### src/hw/rtl/euclidean_distance_accumulator_macros.svh
// Assertion macros shared by the distance accumulator RTL.
`ifndef EUCLIDEAN_DISTANCE_ACCUMULATOR_MACROS_SVH
`define EUCLIDEAN_DISTANCE_ACCUMULATOR_MACROS_SVH

`ifndef ASSERT_OFF
// Same-cycle implication, disabled during reset
`define EDA_ASSERT_IMPL(label, clk, rst_n, ante, cons) \
    label: assert property (@(posedge clk) disable iff (!rst_n) (ante) |-> (cons)) \
        else $error("eda assertion failed");
// Next-cycle implication, disabled during reset
`define EDA_ASSERT_NEXT(label, clk, rst_n, ante, cons) \
    label: assert property (@(posedge clk) disable iff (!rst_n) (ante) |=> (cons)) \
        else $error("eda assertion failed");
`else
`define EDA_ASSERT_IMPL(label, clk, rst_n, ante, cons)
`define EDA_ASSERT_NEXT(label, clk, rst_n, ante, cons)
`endif

`endif

### src/hw/rtl/eda_pkg.sv
// Types and constants of the Euclidean distance accumulator.
package eda_pkg;

    localparam int ELEMENT_WIDTH = 16;
    localparam int MAG_WIDTH     = ELEMENT_WIDTH;
    localparam int DIFF_WIDTH    = ELEMENT_WIDTH + 1;
    localparam int SQUARE_WIDTH  = 2 * MAG_WIDTH;
    localparam int SUM_WIDTH     = 42;
    localparam int DIST_WIDTH    = SUM_WIDTH / 2;

    localparam logic [SUM_WIDTH-1:0] SUM_MAX = '1;
    // Highest power of four that fits the sum width
    localparam logic [SUM_WIDTH-1:0] SQRT_BIT_INIT = SUM_WIDTH'(1) << (SUM_WIDTH - 2);

    typedef struct packed {
        logic signed [ELEMENT_WIDTH-1:0] element_a;
        logic signed [ELEMENT_WIDTH-1:0] element_b;
        logic                            last_element;
    } t_in_item;

    typedef struct packed {
        logic [DIST_WIDTH-1:0] distance;
        logic [SUM_WIDTH-1:0]  sum_squares;
        logic                  overflowed;
    } t_out_item;

    typedef struct packed {
        logic busy;
        logic done;
    } t_sqrt_status;

endpackage

### src/hw/rtl/eda_stream_if.sv
// Valid/ready stream channel carrying one payload beat.
interface eda_stream_if #(
    parameter type t_payload = logic
) ();
    logic     valid;
    logic     ready;
    t_payload payload;

    modport source (output valid, output payload, input ready);
    modport sink   (input valid, input payload, output ready);
endinterface

### src/hw/rtl/euclidean_distance_accumulator.sv
// Top level: squared-difference accumulator with iterative root per vector.
//
//  channel  | dir | payload                                  | handshake
//  ---------+-----+------------------------------------------+------------
//  i_in     | in  | element_a, element_b, last_element       | valid/ready
//  o_out    | out | distance, sum_squares, overflowed        | valid/ready
//
// A non-final pair passes capture and difference, square on the
// 16x16 multiplier and saturating add into the 42-bit sum.
// A final pair adds a start state, the single root unit (21 result bits,
// then its registered done) and the load of the output register.
// Reset clears the sum, the saturation flag and the output valid at once.
// A stalled output holds its beat; the next vector accumulates meanwhile and
// waits only when its own result is ready to load.
`include "euclidean_distance_accumulator_macros.svh"

module euclidean_distance_accumulator
    import eda_pkg::*;
(
    input  logic         i_clk,
    input  logic         i_rst_n,
    eda_stream_if.sink   i_in,
    eda_stream_if.source o_out
);

    typedef enum logic [2:0] {
        S_IDLE,
        S_SQUARE,
        S_ACCUM,
        S_ROOT_GO,
        S_ROOT,
        S_EMIT
    } t_state;

    t_state                  r_state;
    logic [SUM_WIDTH-1:0]    r_sum;
    logic                    r_sat;
    logic                    r_out_valid;
    t_out_item               r_out_payload;
    logic [MAG_WIDTH-1:0]    r_mag;
    logic                    r_last;
    logic [SQUARE_WIDTH-1:0] r_square;

    logic signed [DIFF_WIDTH-1:0] n_diff;
    logic [DIFF_WIDTH-1:0]        n_abs;
    logic [SUM_WIDTH:0]           n_sum_ext;
    logic [SUM_WIDTH-1:0]         n_sum;
    logic                         n_sat;
    logic                         w_in_beat;
    logic                         w_out_beat;
    logic                         w_out_free;
    t_sqrt_status                 w_sqrt_status;
    logic [DIST_WIDTH-1:0]        w_root;

    assign w_in_beat  = i_in.valid && i_in.ready;
    assign w_out_beat = o_out.valid && o_out.ready;
    assign w_out_free = !r_out_valid || o_out.ready;

    // Difference magnitude of the incoming pair
    always_comb begin
        n_diff = {i_in.payload.element_a[ELEMENT_WIDTH-1], i_in.payload.element_a}
               - {i_in.payload.element_b[ELEMENT_WIDTH-1], i_in.payload.element_b};
        n_abs  = n_diff[DIFF_WIDTH-1] ? (~n_diff + DIFF_WIDTH'(1)) : n_diff;
    end

    // Saturating accumulate of the registered square
    always_comb begin
        n_sum_ext = {1'b0, r_sum} + (SUM_WIDTH+1)'(r_square);
        if (r_sat || n_sum_ext[SUM_WIDTH]) begin
            n_sum = SUM_MAX;
            n_sat = 1'b1;
        end else begin
            n_sum = n_sum_ext[SUM_WIDTH-1:0];
            n_sat = 1'b0;
        end
    end

    eda_sqrt_unit u_sqrt (
        .i_clk      (i_clk),
        .i_rst_n    (i_rst_n),
        .i_start    (r_state == S_ROOT_GO),
        .i_radicand (r_sum),
        .o_status   (w_sqrt_status),
        .o_root     (w_root)
    );

    // Sequencer, running sum and output valid
    always_ff @(posedge i_clk) begin
        if (!i_rst_n) begin
            r_state     <= S_IDLE;
            r_sum       <= '0;
            r_sat       <= 1'b0;
            r_out_valid <= 1'b0;
        end else begin
            if (r_state == S_EMIT && w_out_free) begin
                r_out_valid <= 1'b1;
            end else if (w_out_beat) begin
                r_out_valid <= 1'b0;
            end
            unique case (r_state)
                S_IDLE: begin
                    if (w_in_beat) begin
                        r_state <= S_SQUARE;
                    end
                end
                S_SQUARE: r_state <= S_ACCUM;
                S_ACCUM: begin
                    r_sum   <= n_sum;
                    r_sat   <= n_sat;
                    r_state <= r_last ? S_ROOT_GO : S_IDLE;
                end
                S_ROOT_GO: r_state <= S_ROOT;
                S_ROOT: begin
                    if (w_sqrt_status.done) begin
                        r_state <= S_EMIT;
                    end
                end
                S_EMIT: begin
                    if (w_out_free) begin
                        r_sum   <= '0;
                        r_sat   <= 1'b0;
                        r_state <= S_IDLE;
                    end
                end
                default: r_state <= S_IDLE;
            endcase
        end
    end

    // Datapath registers: operand capture, square, result beat
    always_ff @(posedge i_clk) begin
        if (w_in_beat) begin
            r_mag  <= n_abs[MAG_WIDTH-1:0];
            r_last <= i_in.payload.last_element;
        end
        if (r_state == S_SQUARE) begin
            r_square <= r_mag * r_mag;
        end
        if (r_state == S_EMIT && w_out_free) begin
            r_out_payload.distance    <= w_root;
            r_out_payload.sum_squares <= r_sum;
            r_out_payload.overflowed  <= r_sat;
        end
    end

    assign i_in.ready    = (r_state == S_IDLE);
    assign o_out.valid   = r_out_valid;
    assign o_out.payload = r_out_payload;

    // Overflow is only reported with a pinned sum
    `EDA_ASSERT_IMPL(a_ovf_pins_sum, i_clk, i_rst_n, o_out.valid && o_out.payload.overflowed, o_out.payload.sum_squares == SUM_MAX)
    // Emitted root never exceeds the true root
    `EDA_ASSERT_IMPL(a_root_bound, i_clk, i_rst_n, o_out.valid, (64'(o_out.payload.distance) * 64'(o_out.payload.distance)) <= 64'(o_out.payload.sum_squares))
    // Saturation sticks until the vector result is loaded
    `EDA_ASSERT_NEXT(a_sat_sticky, i_clk, i_rst_n, r_sat && r_state != S_EMIT, r_sat)
    // Root unit is busy only while the sequencer waits on it
    `EDA_ASSERT_IMPL(a_root_owned, i_clk, i_rst_n, w_sqrt_status.busy, r_state == S_ROOT)

endmodule

### src/hw/rtl/eda_sqrt_unit.sv
// Iterative floor square root, one result bit per cycle.
module eda_sqrt_unit
    import eda_pkg::*;
(
    input  logic                  i_clk,
    input  logic                  i_rst_n,
    input  logic                  i_start,
    input  logic [SUM_WIDTH-1:0]  i_radicand,
    output t_sqrt_status          o_status,
    output logic [DIST_WIDTH-1:0] o_root
);

    typedef enum logic {
        S_IDLE,
        S_RUN
    } t_state;

    t_state               r_state;
    logic                 r_done;
    logic [SUM_WIDTH-1:0] r_rem;
    logic [SUM_WIDTH-1:0] r_root;
    logic [SUM_WIDTH-1:0] r_bit;

    logic [SUM_WIDTH:0]   n_trial;
    logic                 n_take;

    // Trial subtract of root plus current bit from the remainder
    always_comb begin
        n_trial = {1'b0, r_root} + {1'b0, r_bit};
        n_take  = ({1'b0, r_rem} >= n_trial);
    end

    // Sequence the iterations and flag completion
    always_ff @(posedge i_clk) begin
        if (!i_rst_n) begin
            r_state <= S_IDLE;
            r_done  <= 1'b0;
        end else begin
            r_done <= 1'b0;
            unique case (r_state)
                S_IDLE: begin
                    if (i_start) begin
                        r_state <= S_RUN;
                    end
                end
                S_RUN: begin
                    if (r_bit[0]) begin
                        r_state <= S_IDLE;
                        r_done  <= 1'b1;
                    end
                end
                default: r_state <= S_IDLE;
            endcase
        end
    end

    // Load the operand, then advance one digit per cycle
    always_ff @(posedge i_clk) begin
        if (r_state == S_IDLE && i_start) begin
            r_rem  <= i_radicand;
            r_root <= '0;
            r_bit  <= SQRT_BIT_INIT;
        end else if (r_state == S_RUN) begin
            if (n_take) begin
                r_rem  <= r_rem - n_trial[SUM_WIDTH-1:0];
                r_root <= (r_root >> 1) + r_bit;
            end else begin
                r_root <= r_root >> 1;
            end
            r_bit <= r_bit >> 2;
        end
    end

    assign o_status.busy = (r_state == S_RUN);
    assign o_status.done = r_done;
    assign o_root        = r_root[DIST_WIDTH-1:0];

endmodule

### src/flat_wrapper.sv
// flat-port wrapper written by rule: the top's interface ports become plain ports
module euclidean_distance_accumulator_flat import eda_pkg::*;
  (i_clk, i_rst_n, i_in_valid, i_in_payload, i_in_ready, o_out_valid, o_out_payload, o_out_ready);
  eda_stream_if #(.t_payload(t_in_item)) i_in_i ();
  eda_stream_if #(.t_payload(t_out_item)) o_out_i ();
  input  logic i_clk;
  input  logic i_rst_n;
  input wire logic [$bits(i_in_i.valid)-1:0] i_in_valid;
  input wire logic [$bits(i_in_i.payload)-1:0] i_in_payload;
  output wire logic [$bits(i_in_i.ready)-1:0] i_in_ready;
  output wire logic [$bits(o_out_i.valid)-1:0] o_out_valid;
  output wire logic [$bits(o_out_i.payload)-1:0] o_out_payload;
  input wire logic [$bits(o_out_i.ready)-1:0] o_out_ready;
  assign i_in_i.valid = i_in_valid;
  assign i_in_i.payload = i_in_payload;
  assign i_in_ready = i_in_i.ready;
  assign o_out_valid = o_out_i.valid;
  assign o_out_payload = o_out_i.payload;
  assign o_out_i.ready = o_out_ready;
  euclidean_distance_accumulator u_core (.i_clk(i_clk), .i_rst_n(i_rst_n), .i_in(i_in_i), .o_out(o_out_i));
endmodule
### config.mk
export PLATFORM = sky130hd
export DESIGN_NAME = euclidean_distance_accumulator_flat
export DESIGN_NICKNAME = d
export VERILOG_FILES = /design/src/hw/rtl/eda_pkg.sv /design/src/hw/rtl/eda_stream_if.sv /design/src/hw/rtl/euclidean_distance_accumulator.sv /design/src/hw/rtl/eda_sqrt_unit.sv /design/src/flat_wrapper.sv
export VERILOG_INCLUDE_DIRS = /design/src /design/src/hw/rtl
export SDC_FILE = /design/constraint.sdc
export NUM_CORES = 1
export LEC_CHECK = 0
export BUFFER_PORTS_ARGS = -buffer_cell sky130_fd_sc_hd__buf_2
export CORE_UTILIZATION = 55
export CTS_CLUSTER_DIAMETER = 40
export CTS_CLUSTER_SIZE = 12
export DETAILED_ROUTE_END_ITERATION = 16
export GPL_ROUTABILITY_DRIVEN = 0
export HOLD_SLACK_MARGIN = 0.02
export PLACE_DENSITY = 0.77
export SYNTH_ARGS = -nofsm -noshare
export SYNTH_HDL_FRONTEND = slang
export SYNTH_SLANG_ARGS = --single-unit
export TNS_END_PERCENT = 30
### constraint.sdc
create_clock -name i_clk -period 7.5 [get_ports i_clk]
set_input_delay 1.5 -clock i_clk [delete_from_list [all_inputs] [get_ports i_clk]]
set_output_delay 1.5 -clock i_clk [all_outputs]
set_load 0.05 [all_outputs]
==> results of run 1 <==
-- per-layer routing --
| layer | vias to the layer above | global-route usage (%) | routed length (um) |
|---|---|---|---|
| li1 | 9367 | - | - |
| met1 | 9441 | 34.83 | 25330 |
| met2 | 752 | 45.13 | 28380 |
| met3 | 152 | 3.397 | 3644 |
| met4 | 2 | 11.27 | 2322 |
| met5 | - | 0 | 12 |
-- final timing paths --
check	endpoint	slack, ns	depth (start not counted)	startpoint
min	u_core.o_out.payload[1]	0.50	0	u_core.r_sum[0]
min reg2reg	u_core.o_out.payload[1]	0.50	0	u_core.r_sum[0]
max	u_core.r_square[29]	0.60	22	u_core.r_mag[12]
max reg2reg	u_core.r_square[29]	0.60	22	u_core.r_mag[12]
-- flip-flops by register name, summed over array words and instances, names as in the netlist --
name / flops
u_core.o_out.valid: 1
u_core.r_sat: 1
u_core.u_sqrt.r_state: 1
u_core.u_sqrt.r_done: 1
u_core.r_mag: 16
u_core.r_last: 1
u_core.r_square: 31
u_core.u_sqrt.r_rem: 42
u_core.o_out.payload: 64
u_core.r_sum: 42
u_core.u_sqrt.r_bit: 21
u_core.r_state: 3
u_core.u_sqrt.r_root: 42
-- area by class of cell --
cell class / count / area share, %
clock buffers: 50 / 4.284
flip-flops and latches: 266 / 25.73
clock inverters: 29 / 1.420
well taps: 585 / 2.742
inverters: 313 / 4.402
repair buffers: 119 / 2.391
multi-input cells: 1951 / 59.03
-- cell usage after synthesis (15+ instances only) --
library cell  instances  share of area, %
a211oi_1             20              0.62
a21o_1               58               1.8
a21oi_1             172               3.6
a22o_1               21              0.76
a22oi_1              15              0.47
a31o_2               15              0.54
a31oi_1              62               1.6
and2_1               57               1.5
and3_1               22              0.57
clkbuf_1             83               1.3
dfxtp_1             112               9.3
edfxtp_1            154                19
fa_1                166                14
ha_1                231                12
inv_1               312               4.8
mux2i_1              22              0.91
nand2_1             244               3.8
nand2b_1             23              0.60
nand3_1              75               1.6
nand4_1              22              0.57
nor2_1              140               2.2
nor2b_1              23              0.60
nor3_1               34              0.70
o21a_1               26              0.81
o21ai_0             106               2.2
o21bai_1             22              0.68
xnor2_1             101               3.7
xor2_1               80               2.9
-- cells in the final DEF, fill, tap and decap left out, types with 102 or more instances in the layout --
master and count:
inv_1 311, nand2_1 242, ha_1 231, a21oi_1 172, fa_1 166, edfxtp_1 154, nor2_1 137, dfxtp_1 111
o21ai_0 106, buf_2 102
-- kinds of logic (layout without fill, tap and decap cells) --
family | after synthesis | count (layout)
simple gates | 706 | 706
compound gates | 641 | 641
buf+inv | 411 | 511
fa+ha+maj | 397 | 397
flops | 266 | 266
xor+xnor | 181 | 181
mux | 26 | 26
-- stage by stage --
stage / utilization, % / hold WS (ns) / instances
after global routing: 61.83 / 0.5093 / 3313
after floorplan: - / 0.4218 / 2628
after detailed placement: 58.30 / 0.5065 / 3234
after CTS: 61.83 / 0.5008 / 3313
after global placement: 58.30 / 0.4916 / 3234
final: 61.83 / 0.4968 / 3313
==> impl_metrics.yaml, run 1 <==
cts:
  cts_setup_buffers: 0
  hold_buffers: 0
  root_buffer: "clkbuf_16"
  cts_tree: "built"
  ctsLongestPathBuffers: 3
  cts.sinks: 266
  cts-htree-levels: 2
  cts_resized: 0
  cts.clk_slew.worst_paths_ns: 0.06
  numCtsBuffers: 43
  clk_latency_ns: 0.58
setup_path:
  required_ns: 7.81
  worstPathArrival_ns: 7.21
  crit_chain: "inv_1, nor2_1, ha_1, xor2_1, fa_1, inv_1, fa_1, fa_1, fa_1, inv_1, fa_1, inv_1, ha_1, a21o_1, o21ai_0, nand2b_1, a221o_1, a31oi_1, o311ai_1, o211ai_1, nand3b_1, xor2_1"
  critPathBufInv: 4
  cpPeakStageDelay_ns: 0.63
  startpoint_type: "flop"
  cp_top_family: "adder cells"
  crit_type: "reg -> reg"
  crit_top_cell: "fa_1"
  crit_path_top_delay_cell: "edfxtp_1"
  endpoint_kind: "flop"
  cp_max_fo: 12
sta:
  clock.fmax_ghz: 0.1450
  fin_setup_tns_ns: 0
  hold_viol_final: 0
  slew_violations: 0
  min_period_over_period_pct: 91.98
  worst_pin_slew_ns: 0.8307
  period_minus_slack_ns: 6.898
  rsz0062_at_grt: "false"
  final.setup_skew_ns: 0.02502
  setup_viol_count_final: 0
  max-slew-margin-rel_pct: 44.62
  fin_ws_ns: 0.6018
final_layout:
  final_cell_area_um2: 26690
  multi_input_area_um2: 15760
  area_growth_pct: 10.45
  fin_nets: 3128
  ff_latch_area_um2: 6868
  drive_gt1_share_pct: 8.944
  n_antenna_cell: 0
  fill_cells: 3523
routing:
  drc: 0
  via_count: 19710
  drt-pass1-iter-count: 6
  viasPerCell: 5.950
  drt_iter0_drc: 1729
  drtAntennaViolNets: 0
  wl_per_cell_um: 18.02
  wl_mm: 59.69
synthesis:
  ys.flop_type: "edfxtp_1"
  synth_nets: 3062
  synth_top_family_by_area: "adder cells"
  syn_area_um2: 24170
  synthAdderAreaFrac_pct: 25.71
  ys_types: 89
  synth_compound_area_share_pct: 17.53
  synth_enable_flop_cells: 154
  synth.area.mux_share_pct: 1.098
  synthArstFlopShare_pct: 0
  syn-instance-count: 2628
  synth_xor_area_share_pct: 6.560
  seq_area_frac_synth_pct: 28.41
  avgSynthCellArea_um2: 9.195
  yosys_warnings: 0
  ys_ff_latch: 266
  synth-simple-area-share_pct: 14.21
floorplanning:
  num_io_pins: 103
  die_w_um: 211.6
  die_h_um: 211.6
  die-area_um2: 44780
  rows: 76
  start_util_pct: 55.98
  coreArea_um2: 43170
grt:
  grt_pass1_vias: 19190
  antenna_found_initial: 1
  track_usage_pct: 26.83
  grt-ovfl-total: 0
  grt_max_degree: 63
  grt_pass1_wl_mm: 96.33
placed_design:
  place.detailed.hpwl_mm: 45.97
  preCtsSetupSlack_ns: 0.6691
  placed_area_um2: 25170
  numPortBuffers: 102
run:
  maxCapViolCount: 0
status:
  status: "finished, final reports clean"
hold_path:
  hold_path.class: "reg -> reg"
Power of run 1 is not shown: default switching activity piles up to over one toggle a cycle in this logic, so the estimate is an artifact.
==> run 2: changes to the inputs <==
==> constraint.sdc (replaced) <==
create_clock -name i_clk -period 6.6 [get_ports i_clk]
set_input_delay 1.32 -clock i_clk [delete_from_list [all_inputs] [get_ports i_clk]]
set_output_delay 1.32 -clock i_clk [all_outputs]
set_load 0.05 [all_outputs]
==> run 2 against run 1 <==
Compared with the run above:
- global-route usage up 0.55 points
- maximum frequency up 7.1%
- worst setup slack worse by 0.44 ns
- sequential share of layout area down 0.42 points
- first-iteration DRC count down 17%
- clock-buffer cell count unchanged
- core utilization up 1.0 points
- non-clock buffer count up 39
- final cell count up 1.4%
- register-to-register slack worse by 0.44 ns
- largest cell class unchanged
==> impl_metrics.yaml, run 2 (synthesis gave the netlist of run 1 again) <==
routing:
  drt_iter0_drc: 1443
  via_count: 20020
  wl_per_cell_um: 18.24
  viasPerCell: 5.959
  wl_mm: 61.28
  drtAntennaViolNets: 0
  drc: 0
  drt-pass1-iter-count: 6
setup_path:
  worstPathArrival_ns: 6.75
  startpoint_type: "flop"
  crit_path_top_delay_cell: "fa_1"
  required_ns: 6.92
  crit_type: "reg -> reg"
  critPathBufInv: 5
  endpoint_kind: "flop"
  crit_chain: "buf_4, buf_4, nand2_1, fa_1, inv_1, fa_1, fa_1, fa_1, fa_1, inv_1, fa_1, inv_1, ha_1, and3_1, o2111a_1, a221o_1, a31oi_4, o311ai_4, o21a_1, a21oi_1, xnor2_1"
  cp_top_family: "adder cells"
  cpPeakStageDelay_ns: 0.56
  cp_max_fo: 8
  crit_top_cell: "fa_1"
sta:
  hold_viol_final: 0
  fin_setup_tns_ns: 0
  setup_viol_count_final: 0
  max-slew-margin-rel_pct: 29.68
  period_minus_slack_ns: 6.438
  final.setup_skew_ns: 0.02842
  min_period_over_period_pct: 97.55
  clock.fmax_ghz: 0.1553
  slew_violations: 0
  worst_pin_slew_ns: 1.041
final_layout:
  fill_cells: 3545
  drive_gt1_share_pct: 10.85
  n_antenna_cell: 0
  area_growth_pct: 12.27
  final_common_cell: "inv_1"
  final_cells: 3359
  largest_reg_flops: 64
  post-route-util_pct: 62.84
  final_cell_mix: "inv_1, nand2_1, ha_1"
  fin_nets: 3170
placed_design:
  place.detailed.hpwl_mm: 46.84
  numPortBuffers: 102
  post-place-cells: 3258
floorplanning:
  coreArea_um2: 43170
  num_io_pins: 103
  die_h_um: 211.6
  die_w_um: 211.6
  rows: 76
  die-area_um2: 44780
  start_util_pct: 55.98
grt:
  antenna_found_initial: 0
  grt-ovfl-total: 0
  grt_pass1_vias: 19600
  grt_max_degree: 66
  track_usage_pct: 27.38
  grt_pass1_wl_mm: 97.91
cts:
  numCtsBuffers: 46
  clk_latency_ns: 0.60
  cts-htree-levels: 2
  cts_tree: "built"
  root_buffer: "clkbuf_16"
  ctsLongestPathBuffers: 3
  cts.clk_slew.worst_paths_ns: 0.05
  cts.sinks: 266
hold_path:
  hold_path.class: "reg -> reg"
run:
  maxCapViolCount: 0
status:
  status: "finished, final reports clean"
run 2: cell types whose count changed in the layout (fill, tap and decap cells not counted), sizes merged:
| cell | before | now |
|---|---|---|
| buf | 119 | 158 |
| clkinvlp | 2 | 6 |
| bufinv | 6 | 3 |
| inv | 324 | 329 |
| clkinv | 10 | 11 |
run 2: cell type report:
cell class | instances | area (um2) | share of cell area, %
flip-flops and latches | 266 | 6868 | 25.31
repair buffers | 158 | 955.9 | 3.523
inverters | 313 | 1175 | 4.331
well taps | 585 | 732.0 | 2.698
multi-input cells | 1951 | 15820 | 58.30
clock buffers | 50 | 1186 | 4.372
clock inverters | 36 | 395.4 | 1.457
run 2: what timing repair did:
action                                  4_1_cts  5_1_grt
hold buffers                                  0        0
endpoints found under the setup margin        0        8
gates resized for setup                       0       14
setup buffers                                 0       15
run 2: worst register-to-register path, delay by kind of cell, from the launching register on:
kind | cells | cell delay [ns]
fa+ha+maj | 7 | 3.51
compound gates | 6 | 1.29
buf+inv | 5 | 0.51
flops | 1 | 0.44
simple gates | 2 | 0.31
xor+xnor | 1 | 0.11
run 2: through the flow:
step / cell area (um2) / setup WS [ns] / hold WS [ns]
floorplan: 24170 / 0.2748 / 0.4218
global placement: 25370 / 0.2104 / 0.5204
detailed placement: 25370 / 0.06159 / 0.5293
CTS: 26960 / 0.03254 / 0.5367
global route: 27130 / -0.04474 / 0.5432
finish: 27130 / 0.1619 / 0.5328
run 2: routing by layer:
layer,vias to the layer above,global-route usage (%),routed length (um)
li1,9473,-,-
met3,168,3.471,3853
met4,0,13.32,2742
met5,-,0,0
met2,748,46.62,29650
met1,9628,34.35,25040
run 2: worst paths after layout:
kind | cells past startpoint | start | end | slack (ns)
worst max-delay path | 21 | u_core.r_mag[10] | u_core.r_square[27] | 0.16
worst min-delay path | 0 | u_core.r_sum[17] | u_core.o_out.payload[18] | 0.53
worst max register to register | 21 | u_core.r_mag[10] | u_core.r_square[27] | 0.16
worst min register to register | 0 | u_core.r_sum[17] | u_core.o_out.payload[18] | 0.53
Power of run 2 is left out for the same reason.
==> run 3: changes to the inputs <==
--- a/config.mk
+++ b/config.mk
@@ -7,6 +7,7 @@
 export NUM_CORES = 1
 export LEC_CHECK = 0
 export BUFFER_PORTS_ARGS = -buffer_cell sky130_fd_sc_hd__buf_2
+export CORE_ASPECT_RATIO = 0.9
 export CORE_UTILIZATION = 55
 export CTS_CLUSTER_DIAMETER = 40
 export CTS_CLUSTER_SIZE = 12
==> run 3 against run 2 <==
Compared with the run above:
- die area about the same
- final area fell by 1.0%
- first-iteration DRC count up 9.3%
- clock skew increased by 0.0019 ns
- final cell count fell by 1.3%
- worst setup slack better by 0.021 ns
- core utilization is 0.61 points lower
- non-clock buffer count did not move
- clock-buffer cell count is 2 lower
==> impl_metrics.yaml, run 3 (synthesis gave the netlist of run 1 again) <==
status:
  status: "finished, final reports clean"
run:
  maxCapViolCount: 0
floorplanning:
  num_io_pins: 103
  start_util_pct: 56.00
  die_w_um: 223.0
  rows: 72
  coreArea_um2: 43150
  die-area_um2: 44780
  die_h_um: 200.9
final_layout:
  drive_gt1_share_pct: 10.40
  largest_reg_flops: 64
  fill_cells: 3453
  final_cell_mix: "inv_1, nand2_1, ha_1"
  multi_input_area_um2: 15820
  ff_latch_area_um2: 6868
  final_cell_area_um2: 26860
  area_growth_pct: 11.13
  final_common_cell: "inv_1"
  fin_nets: 3164
grt:
  antenna_found_initial: 1
  track_usage_pct: 27.38
  grt-ovfl-total: 0
  grt_pass1_wl_mm: 99.00
  grt_pass1_vias: 19270
  grt_max_degree: 66
cts:
  ctsLongestPathBuffers: 3
  cts_tree: "built"
  root_buffer: "clkbuf_16"
  cts-htree-levels: 2
  numCtsBuffers: 40
  cts.clk_slew.worst_paths_ns: 0.05
  clk_latency_ns: 0.57
  cts.sinks: 266
  hold_buffers: 0
routing:
  viasPerCell: 6.052
  drt-pass1-iter-count: 6
  wl_per_cell_um: 18.62
  drtAntennaViolNets: 0
  drt_iter0_drc: 1577
  drc: 0
  via_count: 20070
  wl_mm: 61.76
placed_design:
  placed_area_um2: 25290
  numPortBuffers: 102
  place.detailed.hpwl_mm: 47.06
setup_path:
  startpoint_type: "flop"
  worstPathArrival_ns: 6.70
  required_ns: 6.89
  endpoint_kind: "flop"
  cp_max_fo: 5
  crit_type: "reg -> reg"
sta:
  worst_pin_slew_ns: 0.9160
  slew_violations: 0
  setup_viol_count_final: 0
  clock.fmax_ghz: 0.1558
  hold_viol_final: 0
  min_period_over_period_pct: 97.22
  period_minus_slack_ns: 6.417
  max-slew-margin-rel_pct: 38.93
  final.setup_skew_ns: 0.03034
hold_path:
  hold_path.class: "reg -> reg"
run 3: changes by cell type in the layout (fill, tap and decap cells not counted), sizes merged:
| cell | previous run | this run |
|---|---|---|
| diode | 0 | 1 |
| inv | 329 | 324 |
| clkinv | 11 | 8 |
| clkinvlp | 6 | 4 |
| clkbuf | 50 | 48 |
| bufinv | 3 | 1 |
run 3: layer usage:
metal	track usage [%]	wire [um]	part of all wire (%)	vias up
met5	0	11	0.018	-
met4	8.325	1742	2.8	2
met3	4.508	4922	8.0	130
met2	44.45	28150	46	875
met1	37.49	26940	44	9609
li1	-	-	-	9451
run 3: layout make-up:
| type | instances | share of cell area, % |
|---|---|---|
| multi-input combinational | 1951 | 58.89 |
| sequential | 266 | 25.57 |
| inverter | 313 | 4.375 |
| clock buffer | 48 | 4.072 |
| timing repair buffer | 158 | 3.559 |
| tap | 555 | 2.586 |
| clock inverter | 24 | 0.9364 |
| antenna | 1 | 0.009318 |
run 3: through the flow:
stage / hold WS, ns / utilization [%] / cells / setup TNS (ns) / setup WS [ns]
floorplan: 0.4218 / - / 2628 / 0 / 0.2748
global placement: 0.4773 / 58.62 / 3223 / 0 / 0.2110
detailed placement: 0.4787 / 58.62 / 3223 / 0 / 0.06174
CTS: 0.4719 / 61.73 / 3295 / 0 / 0.02841
global route: 0.4804 / 62.23 / 3315 / -0.1081 / -0.05439
finish: 0.4655 / 62.24 / 3316 / 0 / 0.1832
run 3: timing repair:
| action | in CTS | in global routing |
|---|---|---|
| gates resized for setup | 0 | 17 |
| setup endpoints to repair | 0 | 50 |
| setup buffers | 0 | 20 |
run 3: worst max-delay path, cell delays in order (launching register included):
cell      delay (ns)
edfxtp_1        0.46
and2_1          0.26
xnor2_1         0.16
ha_1            0.28
inv_1           0.06
fa_1            0.54
inv_1           0.06
fa_1            0.50
fa_1            0.52
fa_1            0.55
inv_1           0.06
fa_1            0.52
inv_1           0.04
ha_1            0.34
a21o_1          0.21
o21ai_0         0.20
nand2b_1        0.11
a221o_1         0.43
a31oi_4         0.22
o311ai_4        0.12
o211ai_1        0.22
a31oi_1         0.13
xnor2_1         0.15
run 3: worst paths after layout:
path,from,end,slack (ns),depth (start not counted)
worst min-delay path,u_core.r_sat,u_core.o_out.payload[0],0.47,0
worst max-delay path,u_core.r_mag[0],u_core.r_square[31],0.18,22
worst max register to register,u_core.r_mag[0],u_core.r_square[31],0.18,22
worst min register to register,u_core.r_sat,u_core.o_out.payload[0],0.47,0
Power of run 3 is left out for the same reason.
